===== src/hdl/ksps_pkg.sv =====
package ksps_pkg;

  // Saturated configuration as seen by the datapath
  typedef struct packed {
    logic [5:0]  n;
    logic [11:0] base;
    logic [15:0] zq;
    logic [12:0] cx;
    logic [12:0] cy;
    logic [8:0]  w;
    logic [8:0]  h;
    logic        full;
  } ksps_cfg_t;

  // Classified command from the front end
  typedef struct packed {
    logic               render;
    logic [7:0]         px;
    logic [7:0]         py;
    logic [7:0]         y;
    logic [7:0]         u;
    logic [7:0]         v;
    logic signed [10:0] dx2;
    logic signed [10:0] dy2;
  } ksps_cmd_t;

  localparam int DIV_W = 14;
  localparam int DIV_D = 6;

  typedef struct packed {
    logic             start;
    logic [DIV_W-1:0] dividend;
    logic [DIV_D-1:0] divisor;
  } ksps_div_req_t;

  typedef struct packed {
    logic             busy;
    logic             done;
    logic [DIV_W-1:0] quot;
    logic [DIV_D-1:0] rem;
  } ksps_div_rsp_t;

  typedef enum logic [3:0] {
    B_IDLE, B_ANG_GO, B_ANG_WAIT, B_MUL, B_GET, B_ADDR, B_READ,
    B_Y_GO, B_Y_WAIT, B_U_GO, B_U_WAIT, B_V_GO, B_V_WAIT, B_OUT
  } ksps_state_t;

  typedef enum logic [3:0] {
    CFG_SEGMENTS = 4'd0, CFG_ANGLE = 4'd1, CFG_ZOOM = 4'd2, CFG_CX = 4'd3,
    CFG_CY = 4'd4, CFG_WIDTH = 4'd5, CFG_HEIGHT = 4'd6, CFG_RANGE = 4'd7
  } ksps_cfg_idx_t;

  // Sequencer steps of one segment
  localparam logic [4:0] ST_COS  = 5'd6;
  localparam logic [4:0] ST_ZS   = 5'd12;
  localparam logic [4:0] ST_ZC   = 5'd13;
  localparam logic [4:0] ST_X0   = 5'd14;
  localparam logic [4:0] ST_X1   = 5'd15;
  localparam logic [4:0] ST_Y0   = 5'd16;
  localparam logic [4:0] ST_LAST = 5'd17;

  // Steps within one quarter sine evaluation
  localparam logic [2:0] LS_U2 = 3'd0;
  localparam logic [2:0] LS_H9 = 3'd1;
  localparam logic [2:0] LS_H5 = 3'd2;
  localparam logic [2:0] LS_H3 = 3'd3;
  localparam logic [2:0] LS_H1 = 3'd4;
  localparam logic [2:0] LS_R  = 3'd5;

  localparam logic signed [32:0] PC1 = 33'sd1686629713;
  localparam logic signed [32:0] PC3 = -33'sd693598668;
  localparam logic signed [32:0] PC5 = 33'sd85569306;
  localparam logic signed [32:0] PC7 = -33'sd5026995;
  localparam logic [30:0]        PC9 = 31'd172272;

  localparam logic [15:0] ZOOM_MIN = 16'd1638;
  localparam logic [15:0] ZOOM_MAX = 16'd49152;
  localparam logic [7:0]  CHROMA_OFFSET = 8'd128;
  localparam logic [7:0]  LIM_LO   = 8'd16;
  localparam logic [7:0]  LIM_Y_HI = 8'd235;
  localparam logic [7:0]  LIM_C_HI = 8'd240;

endpackage


===== src/hdl/ksps_back.sv =====
module ksps_back #(
  parameter int MAX_WIDTH  = 256,
  parameter int MAX_HEIGHT = 256
) (
  input  logic                                     clk,
  input  logic                                     rst_n,
  input  ksps_pkg::ksps_cfg_t                      cfg,
  input  logic                                     head_valid,
  input  ksps_pkg::ksps_cmd_t                      head,
  output logic                                     head_pop,
  output ksps_pkg::ksps_div_req_t                  div_req,
  input  ksps_pkg::ksps_div_rsp_t                  div_rsp,
  output logic                                     ram_we,
  output logic [$clog2(MAX_WIDTH*MAX_HEIGHT)-1:0]  ram_addr,
  output logic [23:0]                              ram_wdata,
  input  logic [23:0]                              ram_rdata,
  output logic                                     out_empty,
  input  logic                                     out_pop,
  output logic [7:0]                               out_luma_out,
  output logic [7:0]                               out_cb_out,
  output logic [7:0]                               out_cr_out
);
  import ksps_pkg::*;

  localparam int AW = $clog2(MAX_WIDTH * MAX_HEIGHT);

  ksps_state_t state_r, state_nxt;

  ksps_cmd_t          cmd_r;
  logic [4:0]         mstep_r;
  logic [5:0]         seg_r;
  logic [12:0]        astep_r, offq_r;
  logic [5:0]         arem_r, offr_r;
  logic [61:0]        prod_r;
  logic               pneg_r;
  logic [30:0]        u2_r;
  logic signed [32:0] p_r;
  logic signed [15:0] sin_r, cos_r;
  logic signed [31:0] sn_r, cs_r;
  logic signed [42:0] accx_r, accy_r;
  logic [13:0]        acc_y_r;
  logic signed [14:0] acc_u_r, acc_v_r;
  logic [7:0]         res_y_r, res_u_r, res_v_r;
  logic               out_valid_r;
  logic [7:0]         out_y_r, out_u_r, out_v_r;

  // combinational
  logic               pass;
  logic [2:0]         lstep;
  logic [11:0]        ang, ang_p;
  logic [10:0]        tq;
  logic [30:0]        uq;
  logic [30:0]        ma, mb;
  logic               mn;
  logic [32:0]        pabs;
  logic [31:0]        snabs, csabs;
  logic [10:0]        dxabs, dyabs;
  logic signed [32:0] sq30;
  logic signed [62:0] sp;
  logic [32:0]        rpos, rsum;
  logic [16:0]        rs;
  logic [14:0]        mq;
  logic signed [15:0] trig;
  logic signed [13:0] sx_f, sy_f;
  logic [8:0]         sx, sy;
  logic [38:0]        bx, by;
  logic [6:0]         nrem;
  logic               last_seg;
  logic [13:0]        mag_u, mag_v;
  logic               slot_free;
  logic signed [9:0]  cval;
  logic [7:0]         chi, ylo, yhi;

  assign slot_free = !out_valid_r || out_pop;
  assign last_seg  = (seg_r + 6'd1) == cfg.n;

  function automatic logic acc_sign();
    return (state_r == B_U_WAIT) ? acc_u_r[14] : acc_v_r[14];
  endfunction

  // next state
  always_comb begin
    state_nxt = state_r;
    unique case (state_r)
      B_IDLE:     if (head_valid && head.render) state_nxt = B_ANG_GO;
      B_ANG_GO:   state_nxt = B_ANG_WAIT;
      B_ANG_WAIT: if (div_rsp.done) state_nxt = B_MUL;
      B_MUL:      state_nxt = B_GET;
      B_GET:      state_nxt = (mstep_r == ST_LAST) ? B_ADDR : B_MUL;
      B_ADDR:     state_nxt = B_READ;
      B_READ:     state_nxt = last_seg ? B_Y_GO : B_MUL;
      B_Y_GO:     state_nxt = B_Y_WAIT;
      B_Y_WAIT:   if (div_rsp.done) state_nxt = B_U_GO;
      B_U_GO:     state_nxt = B_U_WAIT;
      B_U_WAIT:   if (div_rsp.done) state_nxt = B_V_GO;
      B_V_GO:     state_nxt = B_V_WAIT;
      B_V_WAIT:   if (div_rsp.done) state_nxt = B_OUT;
      B_OUT:      if (slot_free) state_nxt = B_IDLE;
      default:    state_nxt = B_IDLE;
    endcase
  end

  // datapath helpers
  always_comb begin
    pass  = mstep_r >= ST_COS;
    lstep = pass ? 3'(mstep_r - ST_COS) : mstep_r[2:0];
    ang   = cfg.base + offq_r[11:0];
    ang_p = pass ? ang + 12'd1024 : ang;
    tq    = ang_p[10] ? 11'd1024 - {1'b0, ang_p[9:0]} : {1'b0, ang_p[9:0]};
    uq    = {tq, 20'b0};

    pabs  = p_r[32] ? 33'(-p_r) : 33'(p_r);
    snabs = sn_r[31] ? 32'(-sn_r) : 32'(sn_r);
    csabs = cs_r[31] ? 32'(-cs_r) : 32'(cs_r);
    dxabs = cmd_r.dx2[10] ? 11'(-cmd_r.dx2) : 11'(cmd_r.dx2);
    dyabs = cmd_r.dy2[10] ? 11'(-cmd_r.dy2) : 11'(cmd_r.dy2);

    sq30 = pneg_r ? -$signed({1'b0, prod_r[61:30]}) : $signed({1'b0, prod_r[61:30]});
    sp   = pneg_r ? -$signed({1'b0, prod_r}) : $signed({1'b0, prod_r});

    // round Q30 to Q14, clip to the unit range
    rpos = sq30[32] ? 33'd0 : 33'(sq30);
    rsum = rpos + 33'd32768;
    rs   = rsum[32:16];
    mq   = (rs > 17'd16384) ? 15'd16384 : rs[14:0];
    trig = ang_p[11] ? -$signed({1'b0, mq}) : $signed({1'b0, mq});

    bx   = {cfg.cx, 25'b0} + 39'(1 << 28);
    by   = {cfg.cy, 25'b0} + 39'(1 << 28);
    sx_f = accx_r[42:29];
    sy_f = accy_r[42:29];
    sx   = (!sx_f[13] && (sx_f < $signed({5'b0, cfg.w}))) ? sx_f[8:0] : (cfg.w - 9'd1) >> 1;
    sy   = (!sy_f[13] && (sy_f < $signed({5'b0, cfg.h}))) ? sy_f[8:0] : (cfg.h - 9'd1) >> 1;

    nrem  = {1'b0, offr_r} + {1'b0, arem_r};
    mag_u = (acc_u_r[14] ? 14'(-acc_u_r) : 14'(acc_u_r)) + 14'(cfg.n >> 1);
    mag_v = (acc_v_r[14] ? 14'(-acc_v_r) : 14'(acc_v_r)) + 14'(cfg.n >> 1);

    ylo  = cfg.full ? 8'd0 : LIM_LO;
    yhi  = cfg.full ? 8'd255 : LIM_Y_HI;
    chi  = cfg.full ? 8'd255 : LIM_C_HI;
    cval = $signed({2'b0, CHROMA_OFFSET}) +
           (acc_sign() ? -$signed({1'b0, div_rsp.quot[8:0]}) : $signed({1'b0, div_rsp.quot[8:0]}));
  end

  // outputs: multiplier operands, store port, divider
  always_comb begin
    ma = '0;
    mb = '0;
    mn = 1'b0;
    if (mstep_r < ST_ZS) begin
      priority case (lstep)
        LS_U2:   begin ma = uq;  mb = uq; end
        LS_H9:   begin ma = PC9; mb = u2_r; end
        LS_R:    begin ma = pabs[30:0]; mb = uq; mn = p_r[32]; end
        default: begin ma = pabs[30:0]; mb = u2_r; mn = p_r[32]; end
      endcase
    end else begin
      priority case (mstep_r)
        ST_ZS:   begin ma = 31'(sin_r[15] ? -sin_r : sin_r); mb = 31'(cfg.zq); mn = sin_r[15]; end
        ST_ZC:   begin ma = 31'(cos_r[15] ? -cos_r : cos_r); mb = 31'(cfg.zq); mn = cos_r[15]; end
        ST_X0:   begin ma = 31'(dxabs); mb = csabs[30:0]; mn = cmd_r.dx2[10] ^ cs_r[31]; end
        ST_X1:   begin ma = 31'(dyabs); mb = snabs[30:0]; mn = cmd_r.dy2[10] ^ sn_r[31]; end
        ST_Y0:   begin ma = 31'(dxabs); mb = snabs[30:0]; mn = cmd_r.dx2[10] ^ sn_r[31]; end
        default: begin ma = 31'(dyabs); mb = csabs[30:0]; mn = cmd_r.dy2[10] ^ cs_r[31]; end
      endcase
    end

    head_pop  = (state_r == B_IDLE) && head_valid;
    ram_we    = (state_r == B_IDLE) && head_valid && !head.render;
    ram_wdata = {head.y, head.u, head.v};
    ram_addr  = ram_we ? AW'(int'(head.py) * MAX_WIDTH + int'(head.px))
                       : AW'(int'(sy) * MAX_WIDTH + int'(sx));

    div_req.start    = (state_r == B_ANG_GO) || (state_r == B_Y_GO) ||
                       (state_r == B_U_GO) || (state_r == B_V_GO);
    div_req.divisor  = cfg.n;
    unique case (state_r)
      B_Y_GO:  div_req.dividend = acc_y_r + 14'(cfg.n >> 1);
      B_U_GO:  div_req.dividend = mag_u;
      B_V_GO:  div_req.dividend = mag_v;
      default: div_req.dividend = 14'd4096;
    endcase
  end

  always_ff @(posedge clk) begin
    if (!rst_n) begin
      state_r     <= B_IDLE;
      out_valid_r <= 1'b0;
    end else begin
      state_r <= state_nxt;
      if (state_r == B_OUT && slot_free) begin
        out_valid_r <= 1'b1;
      end else if (out_pop && out_valid_r) begin
        out_valid_r <= 1'b0;
      end
      unique case (state_r)
        B_IDLE: begin
          if (head_valid) begin
            cmd_r <= head;
          end
        end
        B_ANG_WAIT: begin
          astep_r <= div_rsp.quot[12:0];
          arem_r  <= div_rsp.rem;
          seg_r   <= '0;
          offq_r  <= '0;
          offr_r  <= '0;
          mstep_r <= '0;
          acc_y_r <= '0;
          acc_u_r <= '0;
          acc_v_r <= '0;
          accx_r  <= 43'(bx);
          accy_r  <= 43'(by);
        end
        B_MUL: begin
          prod_r <= 62'(ma) * 62'(mb);
          pneg_r <= mn;
        end
        B_GET: begin
          mstep_r <= mstep_r + 5'd1;
          if (mstep_r < ST_ZS) begin
            unique case (lstep)
              LS_U2:   u2_r <= prod_r[60:30];
              LS_H9:   p_r  <= PC7 + sq30;
              LS_H5:   p_r  <= PC5 + sq30;
              LS_H3:   p_r  <= PC3 + sq30;
              LS_H1:   p_r  <= PC1 + sq30;
              LS_R: begin
                if (pass) cos_r <= trig;
                else      sin_r <= trig;
              end
              default: ;
            endcase
          end else begin
            priority case (mstep_r)
              ST_ZS:   sn_r   <= sp[31:0];
              ST_ZC:   cs_r   <= sp[31:0];
              ST_X0:   accx_r <= accx_r + sp[42:0];
              ST_X1:   accx_r <= accx_r - sp[42:0];
              default: accy_r <= accy_r + sp[42:0];
            endcase
          end
        end
        B_READ: begin
          acc_y_r <= acc_y_r + 14'(ram_rdata[23:16]);
          acc_u_r <= acc_u_r + $signed({7'b0, ram_rdata[15:8]}) - 15'sd128;
          acc_v_r <= acc_v_r + $signed({7'b0, ram_rdata[7:0]}) - 15'sd128;
          // advance to the next segment angle
          seg_r   <= seg_r + 6'd1;
          mstep_r <= '0;
          accx_r  <= 43'(bx);
          accy_r  <= 43'(by);
          if (nrem >= {1'b0, cfg.n}) begin
            offr_r <= 6'(nrem - {1'b0, cfg.n});
            offq_r <= offq_r + astep_r + 13'd1;
          end else begin
            offr_r <= nrem[5:0];
            offq_r <= offq_r + astep_r;
          end
        end
        B_Y_WAIT: begin
          if (div_rsp.done) begin
            res_y_r <= (div_rsp.quot < 14'(ylo)) ? ylo :
                       (div_rsp.quot > 14'(yhi)) ? yhi : div_rsp.quot[7:0];
          end
        end
        B_U_WAIT: begin
          if (div_rsp.done) begin
            res_u_r <= (cval < $signed({2'b0, LIM_LO}) && !cfg.full) ? LIM_LO :
                       (cval > $signed({2'b0, chi})) ? chi : cval[7:0];
          end
        end
        B_V_WAIT: begin
          if (div_rsp.done) begin
            res_v_r <= (cval < $signed({2'b0, LIM_LO}) && !cfg.full) ? LIM_LO :
                       (cval > $signed({2'b0, chi})) ? chi : cval[7:0];
          end
        end
        B_OUT: begin
          if (slot_free) begin
            out_y_r     <= res_y_r;
            out_u_r     <= res_u_r;
            out_v_r     <= res_v_r;
          end
        end
        default: ;
      endcase
    end
  end

  assign out_empty    = !out_valid_r;
  assign out_luma_out = out_y_r;
  assign out_cb_out   = out_u_r;
  assign out_cr_out   = out_v_r;

endmodule


===== config.mk =====
export PLATFORM = sky130hd
export DESIGN_NAME = ksps_back
export DESIGN_NICKNAME = d
export VERILOG_FILES = /design/src/hdl/ksps_pkg.sv /design/src/hdl/ksps_back.sv
export SDC_FILE = /design/constraint.sdc
export NUM_CORES = 2
export LEC_CHECK = 0
export BUFFER_PORTS_ARGS = -buffer_cell sky130_fd_sc_hd__buf_2
export CAP_MARGIN = 20
export CORE_ASPECT_RATIO = 1.5
export CORE_MARGIN = 2
export CORE_UTILIZATION = 60
export DETAILED_ROUTE_END_ITERATION = 16
export PLACE_DENSITY_LB_ADDON = 0.12
export SLEW_MARGIN = 20
export SYNTH_ARGS = -nofsm -noshare
export SYNTH_HDL_FRONTEND = slang
export SYNTH_SLANG_ARGS = --single-unit

===== constraint.sdc =====
create_clock -name clk -period 13 [get_ports clk]
set_input_delay 0.65 -clock clk [delete_from_list [all_inputs] [get_ports clk]]
set_output_delay 0.65 -clock clk [all_outputs]
set_load 0.02 [all_outputs]

==> results.cfg <==
[global_routing]
grt-busiest-layer = met2
grt_pass1_wl_um = 313000
met1_usage_pct = 40.4
grtUsageTotal_pct = 34.7
grt_pass1_vias = 57300
overflow = 0
grt_max_degree = 80
antenna_found_initial = 8
met3_usage_pct = 4.20
met2_usage_pct = 62.3

[final_layout]
drive_gt1_share_pct = 7.85
finalNonFillerCells = 9049
area_growth_pct = 6.49
finalNetCount = 9105
utilization_pct = 64.3

[critical_path]
r2r_end = prod_r[61]$_DFFE_PP_
crit_start = cs_r[7]$_DFFE_PP_
reg2reg_from = cs_r[7]$_DFFE_PP_
critPathKind = flop to flop
r2r_cells = 33
worst_setup_path_start_kind = flop
cp_slowest_cell = fa_1
critPathMaxStageDelay_ns = 0.59
crit_fanout = 11
cp_common_cell = fa_1
required_ns = 13.33
worst_ep_arrival_time_ns = 12.73
end_kind = flop
r2r_setup_slack_ns = 0.59

[sta]
relSlewSlack_pct = 21.5
fin_crit_ns = 12.41
tightest_slew_ns = 1.18
setup_tns_ns = 0
drv_slew = 0
rsz0062_at_grt = no
skew_ns = 0.0333
finalHoldViolCount = 0
fmax_mhz = 80.6
finalCritPeriodShare_pct = 95.4
report.final.setup_viol = 0
fin_ws_ns = 0.594

[floorplan]
die_area_mm2 = 0.116
coreArea_mm2 = 0.113
chipHeight_um = 416
rows = 151
io_pins = 280
die_w_um = 279
start_util_pct = 60.4

[synth]
yosys.area.top_type_share_pct = 24.9
synth_compound_area_share_pct = 12.0
ys_seq_area_share_pct = 20.9
synthXorXnorAreaFrac_pct = 7.79
synth_seq_cells = 474
synthAdderAreaFrac_pct = 34.3
synth_area_leaders = fa_1, edfxtp_1, ha_1
synth_fp_nets = 9041
synthCells = 7492
syn_area_mm2 = 0.0680
synth_ff_type = edfxtp_1
avgSynthCellArea_um2 = 9.07
async_reset_ff_share_pct = 0
synth.largest_area_cell = fa_1
yosysUniqueCellTypes = 97
synth_mux_area_share_pct = 0.733
synth_warnings = 0
yosysMostFrequentCell = inv_1
synth_top_family_by_area = adder cells
yosys-top-cells-count = inv_1, nand2_1, fa_1, ha_1, edfxtp_1
yosys.area_share.simple_pct = 16.3
synth_edf_count = 469

[drt]
drt_wl_total_um = 197000
ant_nets = 0
avgViaCountPerCell = 6.04
wl_per_cell_um = 21.8
vias = 54600
drc_errors = 0
dr.pass1.iters = 8
first_iter_violations = 3822

[clocking]
htree_num_levels = 2
cts_resized = 0
cts.path.max_buffers = 3
post_cts.repair.setup_buffers = 0
cts-root-buf = clkbuf_16
clk_pin_slew_ns = 0.08
hold_buffers = 0
clk_latency_ns = 0.60
cts_tree = done
numClockSinks = 474
numCtsBuffers = 44

[status]
outcome = completed

[worst_hold_path]
hold_depth = 1
min_from = div_rsp[4]
holdPathEnd = arem_r[4]$_DFFE_PP_
holdCritPathClass = input port to flop

[job]
max_cap_viol_count = 0

[placement]
dp_cells = 8962
dp_slack_ns = 0.209
place_hpwl_um = 159000
gp_congestion = 1.06
io_buffers = 230
-- stage by stage --
stage | hold WS (ns) | cell area (um2)
3_3_place_gp | 0.402 | 70900
2_1_floorplan | 0.400 | 68000
6_report | 0.217 | 72400
4_1_cts | 0.188 | 72300
5_1_grt | 0.201 | 72400
3_5_place_dp | 0.405 | 70900
-- how the worst max path moves through the flow --
stage                      endpoint  slack, ns  depth (start not counted)
2_1_floorplan  prod_r[55]$_DFFE_PP_       2.05                         37
3_3_place_gp   prod_r[55]$_DFFE_PP_       0.40                         37
3_5_place_dp   prod_r[55]$_DFFE_PP_       0.21                         37
4_1_cts        prod_r[61]$_DFFE_PP_       0.50                         38
5_1_grt        prod_r[55]$_DFFE_PP_       0.13                         33
6_report       prod_r[61]$_DFFE_PP_       0.59                         33
-- layout make-up --
cell class                 instances  area (um2)
multi-input combinational       5603       48700
tap                             1453        1820
antenna                            5        12.5
sequential                       474       14200
timing repair buffer             388        2340
inverter                        1045        3920
clock buffer                      49        1160
clock inverter                    32         272
fill                            9594       40200
-- sequential cells by signal (all words and copies together) (netlist names), 6 cells and up --
name / cells
prod_r: 62
accx_r: 43
accy_r: 43
cs_r: 32
p_r: 32
sn_r: 32
u2_r: 31
cmd_r: 22
cos_r: 16
sin_r: 16
acc_u_r: 15
acc_v_r: 15
acc_y_r: 14
astep_r: 12
offq_r: 12
out_cb_out: 8
out_cr_out: 8
out_luma_out: 8
res_u_r: 8
res_v_r: 8
res_y_r: 8
arem_r: 6
offr_r: 6
seg_r: 6
-- layout by cell type (no fill, tap or decap), types with 68 or more instances in the layout --
cell type	n
nand2b_1	81
fa_1	847
xor2_1	238
o31ai_1	68
nor3_1	118
a21o_1	129
nor2_1	406
ha_1	509
xnor2_1	365
edfxtp_1	469
nand2_1	1014
nand3_1	91
and2_1	185
a21oi_1	306
buf_2	230
o21ai_0	253
inv_1	1041
buf_4	157
and3_1	75
nor2b_1	96
-- kinds of logic after synthesis --
family / count (synthesis)
adders and majority gates: 1357
and+or+nand+nor: 2340
AOI/OAI and AO/OA: 1253
xor gates and xnor gates: 605
muxes: 48
buffers and inverters: 1415
DFF: 474
-- metal layers --
metal,up-vias,wire (um)
met1,27000,72700
met2,2111,100000
met4,2,12400
met3,602,11900
met5,-,13
li1,24900,-
-- critical path, delay by kind of cell, from the launching register on --
kind / cells / cell delay (ns)
AND/OR/NAND/NOR: 8 / 3.01
flip-flops: 1 / 0.43
adder cells (fa/ha/maj): 9 / 4.62
AO/OA/AOI/OAI: 11 / 3.50
multiplexers: 1 / 0.11
XOR/XNOR: 1 / 0.11
buffers and inverters: 3 / 0.34
Power is left out: the tool's default activity adds up to more than one toggle a clock period on the data nets, which glitch-free logic cannot reach.
