File: src/hdl/ksps_pkg.sv
package ksps_pkg;

  // Saturated configuration as seen by the datapath
  typedef struct packed {
    logic [5:0]  n;
    logic [11:0] base;
    logic [15:0] zq;
    logic [12:0] cx;
    logic [12:0] cy;
    logic [8:0]  w;
    logic [8:0]  h;
    logic        full;
  } ksps_cfg_t;

  // Classified command from the front end
  typedef struct packed {
    logic               render;
    logic [7:0]         px;
    logic [7:0]         py;
    logic [7:0]         y;
    logic [7:0]         u;
    logic [7:0]         v;
    logic signed [10:0] dx2;
    logic signed [10:0] dy2;
  } ksps_cmd_t;

  localparam int DIV_W = 14;
  localparam int DIV_D = 6;

  typedef struct packed {
    logic             start;
    logic [DIV_W-1:0] dividend;
    logic [DIV_D-1:0] divisor;
  } ksps_div_req_t;

  typedef struct packed {
    logic             busy;
    logic             done;
    logic [DIV_W-1:0] quot;
    logic [DIV_D-1:0] rem;
  } ksps_div_rsp_t;

  typedef enum logic [3:0] {
    B_IDLE, B_ANG_GO, B_ANG_WAIT, B_MUL, B_GET, B_ADDR, B_READ,
    B_Y_GO, B_Y_WAIT, B_U_GO, B_U_WAIT, B_V_GO, B_V_WAIT, B_OUT
  } ksps_state_t;

  typedef enum logic [3:0] {
    CFG_SEGMENTS = 4'd0, CFG_ANGLE = 4'd1, CFG_ZOOM = 4'd2, CFG_CX = 4'd3,
    CFG_CY = 4'd4, CFG_WIDTH = 4'd5, CFG_HEIGHT = 4'd6, CFG_RANGE = 4'd7
  } ksps_cfg_idx_t;

  // Sequencer steps of one segment
  localparam logic [4:0] ST_COS  = 5'd6;
  localparam logic [4:0] ST_ZS   = 5'd12;
  localparam logic [4:0] ST_ZC   = 5'd13;
  localparam logic [4:0] ST_X0   = 5'd14;
  localparam logic [4:0] ST_X1   = 5'd15;
  localparam logic [4:0] ST_Y0   = 5'd16;
  localparam logic [4:0] ST_LAST = 5'd17;

  // Steps within one quarter sine evaluation
  localparam logic [2:0] LS_U2 = 3'd0;
  localparam logic [2:0] LS_H9 = 3'd1;
  localparam logic [2:0] LS_H5 = 3'd2;
  localparam logic [2:0] LS_H3 = 3'd3;
  localparam logic [2:0] LS_H1 = 3'd4;
  localparam logic [2:0] LS_R  = 3'd5;

  localparam logic signed [32:0] PC1 = 33'sd1686629713;
  localparam logic signed [32:0] PC3 = -33'sd693598668;
  localparam logic signed [32:0] PC5 = 33'sd85569306;
  localparam logic signed [32:0] PC7 = -33'sd5026995;
  localparam logic [30:0]        PC9 = 31'd172272;

  localparam logic [15:0] ZOOM_MIN = 16'd1638;
  localparam logic [15:0] ZOOM_MAX = 16'd49152;
  localparam logic [7:0]  CHROMA_OFFSET = 8'd128;
  localparam logic [7:0]  LIM_LO   = 8'd16;
  localparam logic [7:0]  LIM_Y_HI = 8'd235;
  localparam logic [7:0]  LIM_C_HI = 8'd240;

endpackage

File: src/hdl/ksps_div.sv
module ksps_div (
  input  logic                   clk,
  input  logic                   rst_n,
  input  ksps_pkg::ksps_div_req_t req,
  output ksps_pkg::ksps_div_rsp_t rsp
);
  import ksps_pkg::*;

  localparam int CW = $clog2(DIV_W + 1);

  logic [DIV_W-1:0] quot_r, quot_nxt;
  logic [DIV_D-1:0] rem_r, rem_nxt;
  logic [DIV_D-1:0] dvs_r;
  logic [CW-1:0]    cnt_r;
  logic             busy_r, done_r;
  logic [DIV_D:0]   trial;
  logic             fits;

  always_comb begin
    trial    = {rem_r, quot_r[DIV_W-1]};
    fits     = trial >= {1'b0, dvs_r};
    rem_nxt  = fits ? DIV_D'(trial - {1'b0, dvs_r}) : trial[DIV_D-1:0];
    quot_nxt = {quot_r[DIV_W-2:0], fits};
  end

  always_ff @(posedge clk) begin
    if (!rst_n) begin
      busy_r <= 1'b0;
      done_r <= 1'b0;
      cnt_r  <= '0;
    end else begin
      done_r <= 1'b0;
      if (req.start) begin
        busy_r <= 1'b1;
        cnt_r  <= CW'(DIV_W);
        quot_r <= req.dividend;
        rem_r  <= '0;
        dvs_r  <= req.divisor;
      end else if (busy_r) begin
        quot_r <= quot_nxt;
        rem_r  <= rem_nxt;
        cnt_r  <= cnt_r - 1'b1;
        if (cnt_r == CW'(1)) begin
          busy_r <= 1'b0;
          done_r <= 1'b1;
        end
      end
    end
  end

  assign rsp.busy = busy_r;
  assign rsp.done = done_r;
  assign rsp.quot = quot_r;
  assign rsp.rem  = rem_r;

endmodule

File: config.mk
export PLATFORM = sky130hd
export DESIGN_NAME = ksps_div
export DESIGN_NICKNAME = d
export VERILOG_FILES = /design/src/hdl/ksps_pkg.sv /design/src/hdl/ksps_div.sv
export SDC_FILE = /design/constraint.sdc
export NUM_CORES = 1
export LEC_CHECK = 0
export BUFFER_PORTS_ARGS = -buffer_cell sky130_fd_sc_hd__buf_4
export CAP_MARGIN = 25
export CORE_MARGIN = 3
export CORE_UTILIZATION = 40
export DETAILED_ROUTE_END_ITERATION = 8
export PLACE_DENSITY = 0.67
export SLEW_MARGIN = 20
export SYNTH_ARGS = -nofsm -noshare
export SYNTH_HDL_FRONTEND = slang
export SYNTH_SLANG_ARGS = --single-unit
File: constraint.sdc
create_clock -name clk -period 4.2 [get_ports clk]
set_input_delay 0.42 -clock clk [delete_from_list [all_inputs] [get_ports clk]]
set_output_delay 0.42 -clock clk [all_outputs]
set_load 0.02 [all_outputs]
==> results.json, run 1 <==
{
  "fmaxAchievable_mhz": 511,
  "cts_root_buffer": "clkbuf_8",
  "ctsResizeCount": 0,
  "cts_made_buffers": 5,
  "grt_overflow": 0,
  "vias": 1097,
  "wl_microns": 3040,
  "cts_setup_buffers": 0,
  "yosysWarnings": 0,
  "finalSetupViolCount": 0,
  "hp-class": "primary input to flip-flop",
  "start_kind": "flip-flop",
  "cp-startpoint": "rem_r[0]$_SDFFCE_PP0P_",
  "holdPathStages": 1,
  "grt_start_max_net_pins": 22,
  "ant_nets": 0,
  "dieHeight_microns": 69.3,
  "endpoint_kind": "flip-flop",
  "clk_latency_ns": 0.28,
  "crit_buf_inv": 0,
  "clk_path_buf_depth": 2,
  "drt_iter0_drc": 39,
  "critical_path_class": "flip-flop to flip-flop",
  "peakVddDrop_v": 0.000258,
  "min_from": "req[2]",
  "syn_inst": 122,
  "wire_per_inst_microns": 13.9,
  "rr_worst_depth": 6,
  "fin_crit_sh_pct": 46.6,
  "cts_tree": "yes",
  "crit_chain": "ha_1 > nor2b_1 > o31a_1 > o21a_1 > nor3_1 > o32ai_2",
  "r2r-start": "rem_r[0]$_SDFFCE_PP0P_",
  "core_sq_um": 3770,
  "p_per_area_nw_per_um2": 387,
  "grt_pass1_wl_microns": 5420,
  "relSlewSlack_pct": 39.6,
  "drv_cap": 0,
  "holdWs_ns": 0.317,
  "path_clk_slew_ns": 0.06,
  "slowest_delay_ns": 0.44,
  "dp_hpwl_microns": 2300,
  "grt_pass1_vias": 1195,
  "finalHoldViolCount": 0,
  "track_usage_pct": 14.2,
  "synth_cell_types": 30,
  "antenna_found_initial": 0,
  "ys_seq_area_share_pct": 56.3,
  "drive_above_1_share_pct": 39.4,
  "cts.sinks": 32,
  "layout.nets": 202,
  "finalMaxSlewViolations": 0,
  "rsz0062_at_grt": "false",
  "syn2layout_area_growth_pct": 28.6,
  "synth_area_per_cell_sq_um": 13.1,
  "status": "finished clean",
  "p_leak_uw": 0.000861,
  "num-fill-cells": 331,
  "vias_per_cell": 5.03,
  "crit_slowest_cell": "edfxtp_1",
  "fin_skew_ns": 0.00673,
  "worst_pin_slew_ns": 0.906,
  "io_pins": 45,
  "cp.arrival_ns": 1.97,
  "critPathTopFamily": "compound AO/OA/AOI/OAI gates",
  "synthesis.nets": 155,
  "crit_required_ns": 4.21,
  "finalSetupTns_ns": 0,
  "period_needed_ns": 1.96,
  "diodes": 0,
  "ys_ff_latch": 32,
  "rows": 22,
  "die_area_sq_um": 4800,
  "cts_hold_buf": 0,
  "syn-cell-area_sq_um": 1600,
  "gp_congestion": 0.823,
  "start_util_pct": 42.5,
  "io_buffers": 44,
  "fp.dieW_microns": 69.3,
  "drt_first_pass_iters": 4,
  "htreeDepth": 2,
  "critPathMaxFanout": 4,
  "drc": 0,
  "worst-path-stages": 6
}
layout by cell type, fill, tap and decap left out, types with 2 or more instances in the layout:
cell	instances
a211oi_1	2
a21boi_0	3
a21o_1	2
buf_4	44
clkbuf_8	6
dfxtp_1	6
edfxtp_1	26
ha_1	9
inv_1	10
mux2_2	14
mux2i_1	2
nand2_1	6
nand2b_1	4
nor2_1	6
nor2b_1	2
nor3_1	3
o21a_1	4
o21ai_0	3
o31a_1	2
xnor2_1	4
metal layers:
layer / track usage, % / wire [microns] / up-vias
met1: 16.7 / 1300 / 509
met3: 6.67 / 294 / 7
li1: - / - / 538
met5: 0 / 0 / -
met4: 7.38 / 65 / 0
met2: 21.5 / 1380 / 43
worst paths after layout:
check                            to  slack, ns
min              dvs_r[2]$_DFFE_PP_       0.32
max reg2reg  rem_r[5]$_SDFFCE_PP0P_       2.24
min reg2reg       busy_r$_SDFF_PN0_       0.52
max          rem_r[5]$_SDFFCE_PP0P_       2.24
sequential cells by signal, indices dropped and copies added (netlist names):
register,cells
busy_r,1
cnt_r,4
done_r,1
dvs_r,6
quot_r,14
rem_r,6
synthesized netlist by cell type (all sizes together):
cell type | n | share of area [%]
a21boi | 3 | 1.4
nor3 | 3 | 0.94
xnor2 | 4 | 2.2
nand2b | 4 | 1.6
a21oi | 1 | 0.31
a21o | 2 | 0.94
ha | 9 | 7.0
nand2 | 6 | 1.4
fa | 1 | 1.3
inv | 10 | 2.3
nand3 | 1 | 0.31
mux2i | 2 | 1.3
o21a | 4 | 1.9
o31a | 2 | 1.1
xor2 | 1 | 0.55
nor2 | 6 | 1.4
a31oi | 1 | 0.39
o32ai | 1 | 1.0
mux2 | 14 | 9.8
dfxtp | 6 | 7.5
o21ai | 4 | 2.0
a211oi | 3 | 1.7
buf | 2 | 0.94
o22ai | 1 | 0.39
nor2b | 2 | 0.78
clkbuf | 2 | 0.47
and2 | 1 | 0.39
edfxtp | 26 | 49
area by class of cell:
class	instances	area, sq um	area share (%)
Multi-Input combinational cell	76	641	31.1
Timing Repair Buffer	44	330	16.0
Clock buffer	7	86.3	4.19
Clock inverter	1	3.75	0.182
Inverter	10	37.5	1.82
Sequential cell	32	901	43.7
Tap cell	48	60.1	2.92
power breakdown:
group,internal (uW),switching [uW],total [uW]
Combinational,83.7,88.3,172
Sequential,374,15.5,389
Clock,131,104,235
Total,588,208,797
stage by stage:
stage	instance area, sq um	setup slack [ns]	utilization, %	std cells	power [uW]
2_1_floorplan	1600	2.22	-	122	508
3_3_place_gp	1970	2.29	52.2	210	563
3_5_place_dp	1970	2.23	52.2	210	570
4_1_cts	2060	2.22	54.6	218	808
5_1_grt	2060	2.13	54.6	218	842
6_report	2060	2.24	54.6	218	797
cells by family after synthesis:
group	Yosys count	share of synthesized area, %
and+or+nand+nor	23	6.80
muxes	16	11.1
adders and majority gates	10	8.28
buffers and inverters	14	3.75
AOI/OAI and AO/OA	22	11.1
xor gates and xnor gates	5	2.73
DFF	32	56.3
Note: power is estimated with default switching activity, not from simulation.
==> run 2, diff against run 1 <==
- clock period: 4.2 -> 1.9 ns (I/O delays scaled with it)
==> results.json, run 2 (synthesized netlist as in run 1, its figures left out) <==
{
  "vias_per_cell": 5.08,
  "path_clk_slew_ns": 0.07,
  "swShare_pct": 27.3,
  "status": "finished clean",
  "finalMaxSlewViolations": 0,
  "syn2layout_area_growth_pct": 39.0,
  "power.share.sequential_pct": 46.2,
  "p_leak_uw": 0.000922,
  "crit_required_ns": 1.93,
  "net-switching-power_uw": 508,
  "cp.arrival_ns": 1.87,
  "holdPathStages": 1,
  "reg_top3": "quot_r (14), dvs_r (6), rem_r (6)",
  "clk_latency_ns": 0.28,
  "core_sq_um": 3770,
  "antenna_found_initial": 0,
  "dp_slack_ns": 0.0228,
  "grt_overflow": 0,
  "fin_crit_sh_pct": 96.8,
  "grt_pass1_vias": 1125,
  "comb_power_share_pct": 25.0,
  "fin_skew_ns": 0.00719,
  "period_needed_ns": 1.84,
  "drv_cap": 0,
  "drt_first_pass_iters": 2,
  "htreeDepth": 2,
  "fmaxAchievable_mhz": 544,
  "worst_pin_slew_ns": 0.392,
  "final_util_pct": 59.0,
  "ant_nets": 0,
  "final_common_cell": "buf_4",
  "dp_hpwl_microns": 2350,
  "cts_root_buffer": "clkbuf_8",
  "wl_microns": 3420,
  "endpoint_kind": "flip-flop",
  "diodes": 0,
  "relSlewSlack_pct": 73.9,
  "drc": 0,
  "grt_start_max_net_pins": 21,
  "track_usage_pct": 13.8,
  "num-fill-cells": 319,
  "gp_congestion": 0.905,
  "critPathMaxFanout": 2,
  "vias": 1158,
  "peakVddDrop_v": 0.000433,
  "drive_above_1_share_pct": 49.4,
  "critical_path_class": "flip-flop to flip-flop",
  "p_per_area_nw_per_um2": 836,
  "largest_reg_flops": 14,
  "cts.sinks": 32,
  "layout.nets": 212,
  "die_area_sq_um": 4800,
  "cts_tree": "yes",
  "wire_per_inst_microns": 15.0,
  "registers.top_by_ff_count": "quot_r",
  "grt_pass1_wl_microns": 5150,
  "r2r_setup_slack_ns": 0.06,
  "fin_ws_ns": 0.0614,
  "final_cell_mix": "buf_4, edfxtp_1, mux2_2",
  "finalSetupViolCount": 0,
  "pwr-share-clk_pct": 28.8,
  "rr_worst_depth": 7,
  "p_int_uw": 1350,
  "io_pins": 45,
  "dieHeight_microns": 69.3,
  "cts_hold_buf": 0,
  "finalHoldViolCount": 0,
  "hp-class": "primary input to flip-flop",
  "start_util_pct": 42.5,
  "io_buffers": 44,
  "rows": 22,
  "fp.dieW_microns": 69.3,
  "drt_iter0_drc": 42,
  "clk_path_buf_depth": 2,
  "cts_made_buffers": 5,
  "start_kind": "flip-flop"
}
-- run 2: cell count changes in the layout (fill, tap and decap cells not counted), moves of 2 or more --
cell,before,now
ha_1,9,4
ha_2,0,2
clkinv_2,0,2
ha_4,0,3
buf_4,44,52
-- run 2: per-stage QoR --
step	TNS, ns	hold WS [ns]	power [uW]	cells	cell area (sq um)
floorplan	-0.0258	0.289	1140	122	1630
global placement	0	0.369	1280	215	2050
detailed placement	0	0.370	1290	215	2050
CTS	0	0.0675	1830	223	2140
global route	-0.00369	0.0659	1960	228	2230
finish	0	0.0796	1860	228	2230
-- run 2: final timing paths --
| path | startpoint | end |
|---|---|---|
| worst max register to register | dvs_r[1]$_DFFE_PP_ | rem_r[5]$_SDFFCE_PP0P_ |
| worst min register to register | cnt_r[2]$_SDFFE_PN0N_ | busy_r$_SDFF_PN0_ |
| worst max-delay path | dvs_r[1]$_DFFE_PP_ | rem_r[5]$_SDFFCE_PP0P_ |
| worst min-delay path | req[5] | dvs_r[5]$_DFFE_PP_ |
-- run 2: per-layer routing --
metal	wire length [microns]	up-vias	GRT usage, %
met5	0	-	0
met4	55	0	6.51
met3	289	8	7.10
met2	1660	42	20.7
met1	1420	554	16.5
li1	-	554	-
-- run 2: cell type report --
cell class	instances	area (sq um)	share of cell area [%]
tap	48	60.1	2.70
timing repair buffer	53	410	18.4
inverter	10	37.5	1.69
multi-input combinational	77	724	32.5
sequential	32	901	40.5
clock inverter	2	10.0	0.450
clock buffer	6	82.6	3.71
-- run 2: power by group through the flow --
stage | Combinational (uW) | Sequential, uW | Clock [uW]
floorplan | 228 | 911 | 0
finish | 465 | 861 | 536
CTS | 418 | 860 | 556
global route | 505 | 868 | 584
detailed placement | 416 | 874 | 0
global placement | 407 | 872 | 0
-- run 2: repair_timing --
| action | CTS | global route |
|---|---|---|
| resized for setup | 0 | 9 |
| buffers inserted | 0 | 4 |
| endpoints found under the setup margin | 0 | 6 |
-- run 2: critical path: stages (launching register included) --
cell and delay (ns):
edfxtp_1 0.41, inv_2 0.10, ha_4 0.21, nor2b_4 0.13
o31a_1 0.26, o21a_1 0.19, nor3_1 0.18, o32ai_2 0.12
==> run 3, diff against run 2 <==
- PLACE_DENSITY: 0.67 -> 0.62
==> results.json, run 3 (synthesized netlist as in run 1, its figures left out) <==
{
  "rr_worst_depth": 7,
  "io_buffers": 44,
  "pwr-share-clk_pct": 27.8,
  "drv_cap": 0,
  "core_sq_um": 3770,
  "vias_per_cell": 5.03,
  "holdWs_ns": 0.0892,
  "fin_crit_sh_pct": 98.6,
  "worst_pin_slew_ns": 0.396,
  "htreeDepth": 2,
  "drt_iter0_drc": 71,
  "grt_overflow": 0,
  "p_int_uw": 1370,
  "syn2layout_area_growth_pct": 41.3,
  "clk_path_buf_depth": 2,
  "cts.sinks": 32,
  "num-fill-cells": 318,
  "diodes": 0,
  "cp.arrival_ns": 1.97,
  "clk_latency_ns": 0.27,
  "gp_congestion": 0.883,
  "endpoint_kind": "flip-flop",
  "cts_tree": "yes",
  "swShare_pct": 27.1,
  "fp.dieW_microns": 69.3,
  "cts_hold_buf": 0,
  "layout.nets": 216,
  "fmaxAchievable_mhz": 534,
  "finalHoldViolCount": 0,
  "largest_reg_flops": 14,
  "final_cell_mix": "buf_4, edfxtp_1, mux2_2",
  "registers.top_by_ff_count": "quot_r",
  "die_area_sq_um": 4800,
  "dieHeight_microns": 69.3,
  "place_area_sq_um": 2050,
  "drc": 0,
  "critical_path_class": "flip-flop to flip-flop",
  "ant_nets": 0,
  "grt_start_max_net_pins": 21,
  "cts_root_buffer": "clkbuf_8",
  "grt_pass1_vias": 1158,
  "rsz0062_at_grt": "true",
  "rows": 22,
  "p_per_area_nw_per_um2": 830,
  "vias": 1166,
  "comb_power_share_pct": 26.3,
  "relSlewSlack_pct": 73.6,
  "path_clk_slew_ns": 0.07,
  "finalMaxSlewViolations": 0,
  "status": "finished clean",
  "r2r_setup_slack_ns": 0.03,
  "power.share.sequential_pct": 45.9,
  "drive_above_1_share_pct": 51.6,
  "holdPathStages": 1,
  "final_cell_area_sq_um": 2260,
  "crit_required_ns": 2.00,
  "fin_skew_ns": 0.00568,
  "finalSetupViolCount": 0,
  "track_usage_pct": 14.0,
  "critPathMaxFanout": 2,
  "drt_first_pass_iters": 4,
  "grt_pass1_wl_microns": 5530,
  "wl_microns": 3370,
  "start_util_pct": 42.5,
  "net-switching-power_uw": 508,
  "cts_made_buffers": 5,
  "final_common_cell": "buf_4",
  "reg_top3": "quot_r (14), dvs_r (6), rem_r (6)",
  "dp_hpwl_microns": 2480,
  "wire_per_inst_microns": 14.5,
  "p_leak_uw": 0.000935,
  "io_pins": 45,
  "start_kind": "flip-flop",
  "antenna_found_initial": 0,
  "period_needed_ns": 1.87,
  "peakVddDrop_v": 0.000541,
  "hp-class": "primary input to flip-flop"
}
==> run 3: changes by cell type in the layout (fill, tap and decap cells not counted), sizes merged <==
cell and delta:
buf +4
==> run 3: critical path: stages (launching register included) <==
cell      delay [ns]
edfxtp_1        0.41
inv_2           0.10
ha_4            0.21
nor2b_4         0.13
o31a_1          0.26
o21a_1          0.19
o21a_1          0.17
o32ai_2         0.24
==> run 3: cell type report <==
cell class,count,area [sq um],area share (%)
clock buffers,6,82.6,3.65
clock inverters,2,10.0,0.442
inverters,10,37.5,1.66
multi-input cells,77,739,32.7
flip-flops and latches,32,901,39.8
well taps,48,60.1,2.65
repair buffers,57,432,19.1
==> run 3: per-stage QoR <==
step	TNS, ns	total power, uW	setup slack [ns]	cells	utilization [%]
global placement	0	1280	0.0703	217	54.5
floorplan	-0.0258	1140	-0.0174	122	-
CTS	0	1830	0.00833	225	56.9
finish	0	1880	0.0271	232	60.0
detailed placement	0	1290	0.0120	217	54.5
global route	-0.103	1980	-0.0337	232	60.0
==> run 3: power by group through the flow <==
stage	clock, uW	combinational (uW)	sequential, uW
floorplan	0	228	911
global placement	0	409	872
detailed placement	0	421	874
CTS	543	421	861
global route	577	534	870
finish	523	493	862
==> run 3: repair_timing <==
action | 4_1_cts | 5_1_grt
resized for setup | 0 | 13
endpoints found under the hold margin | 0 | 0
setup endpoints to repair | 0 | 6
buffers inserted | 0 | 6
==> run 3: worst paths after layout <==
check,start,endpoint
worst max-delay path,dvs_r[1]$_DFFE_PP_,rem_r[5]$_SDFFCE_PP0P_
worst min-delay path,req[1],dvs_r[1]$_DFFE_PP_
worst max register to register,dvs_r[1]$_DFFE_PP_,rem_r[5]$_SDFFCE_PP0P_
worst min register to register,cnt_r[2]$_SDFFE_PN0N_,busy_r$_SDFF_PN0_
==> run 3: per-layer routing <==
| metal | global-route usage [%] | up-vias | share of wire, % |
|---|---|---|---|
| met4 | 4.99 | 0 | 1.8 |
| met5 | 0 | - | 0 |
| met3 | 4.93 | 6 | 6.5 |
| li1 | - | 565 | - |
| met2 | 21.5 | 44 | 49 |
| met1 | 18.4 | 551 | 43 |
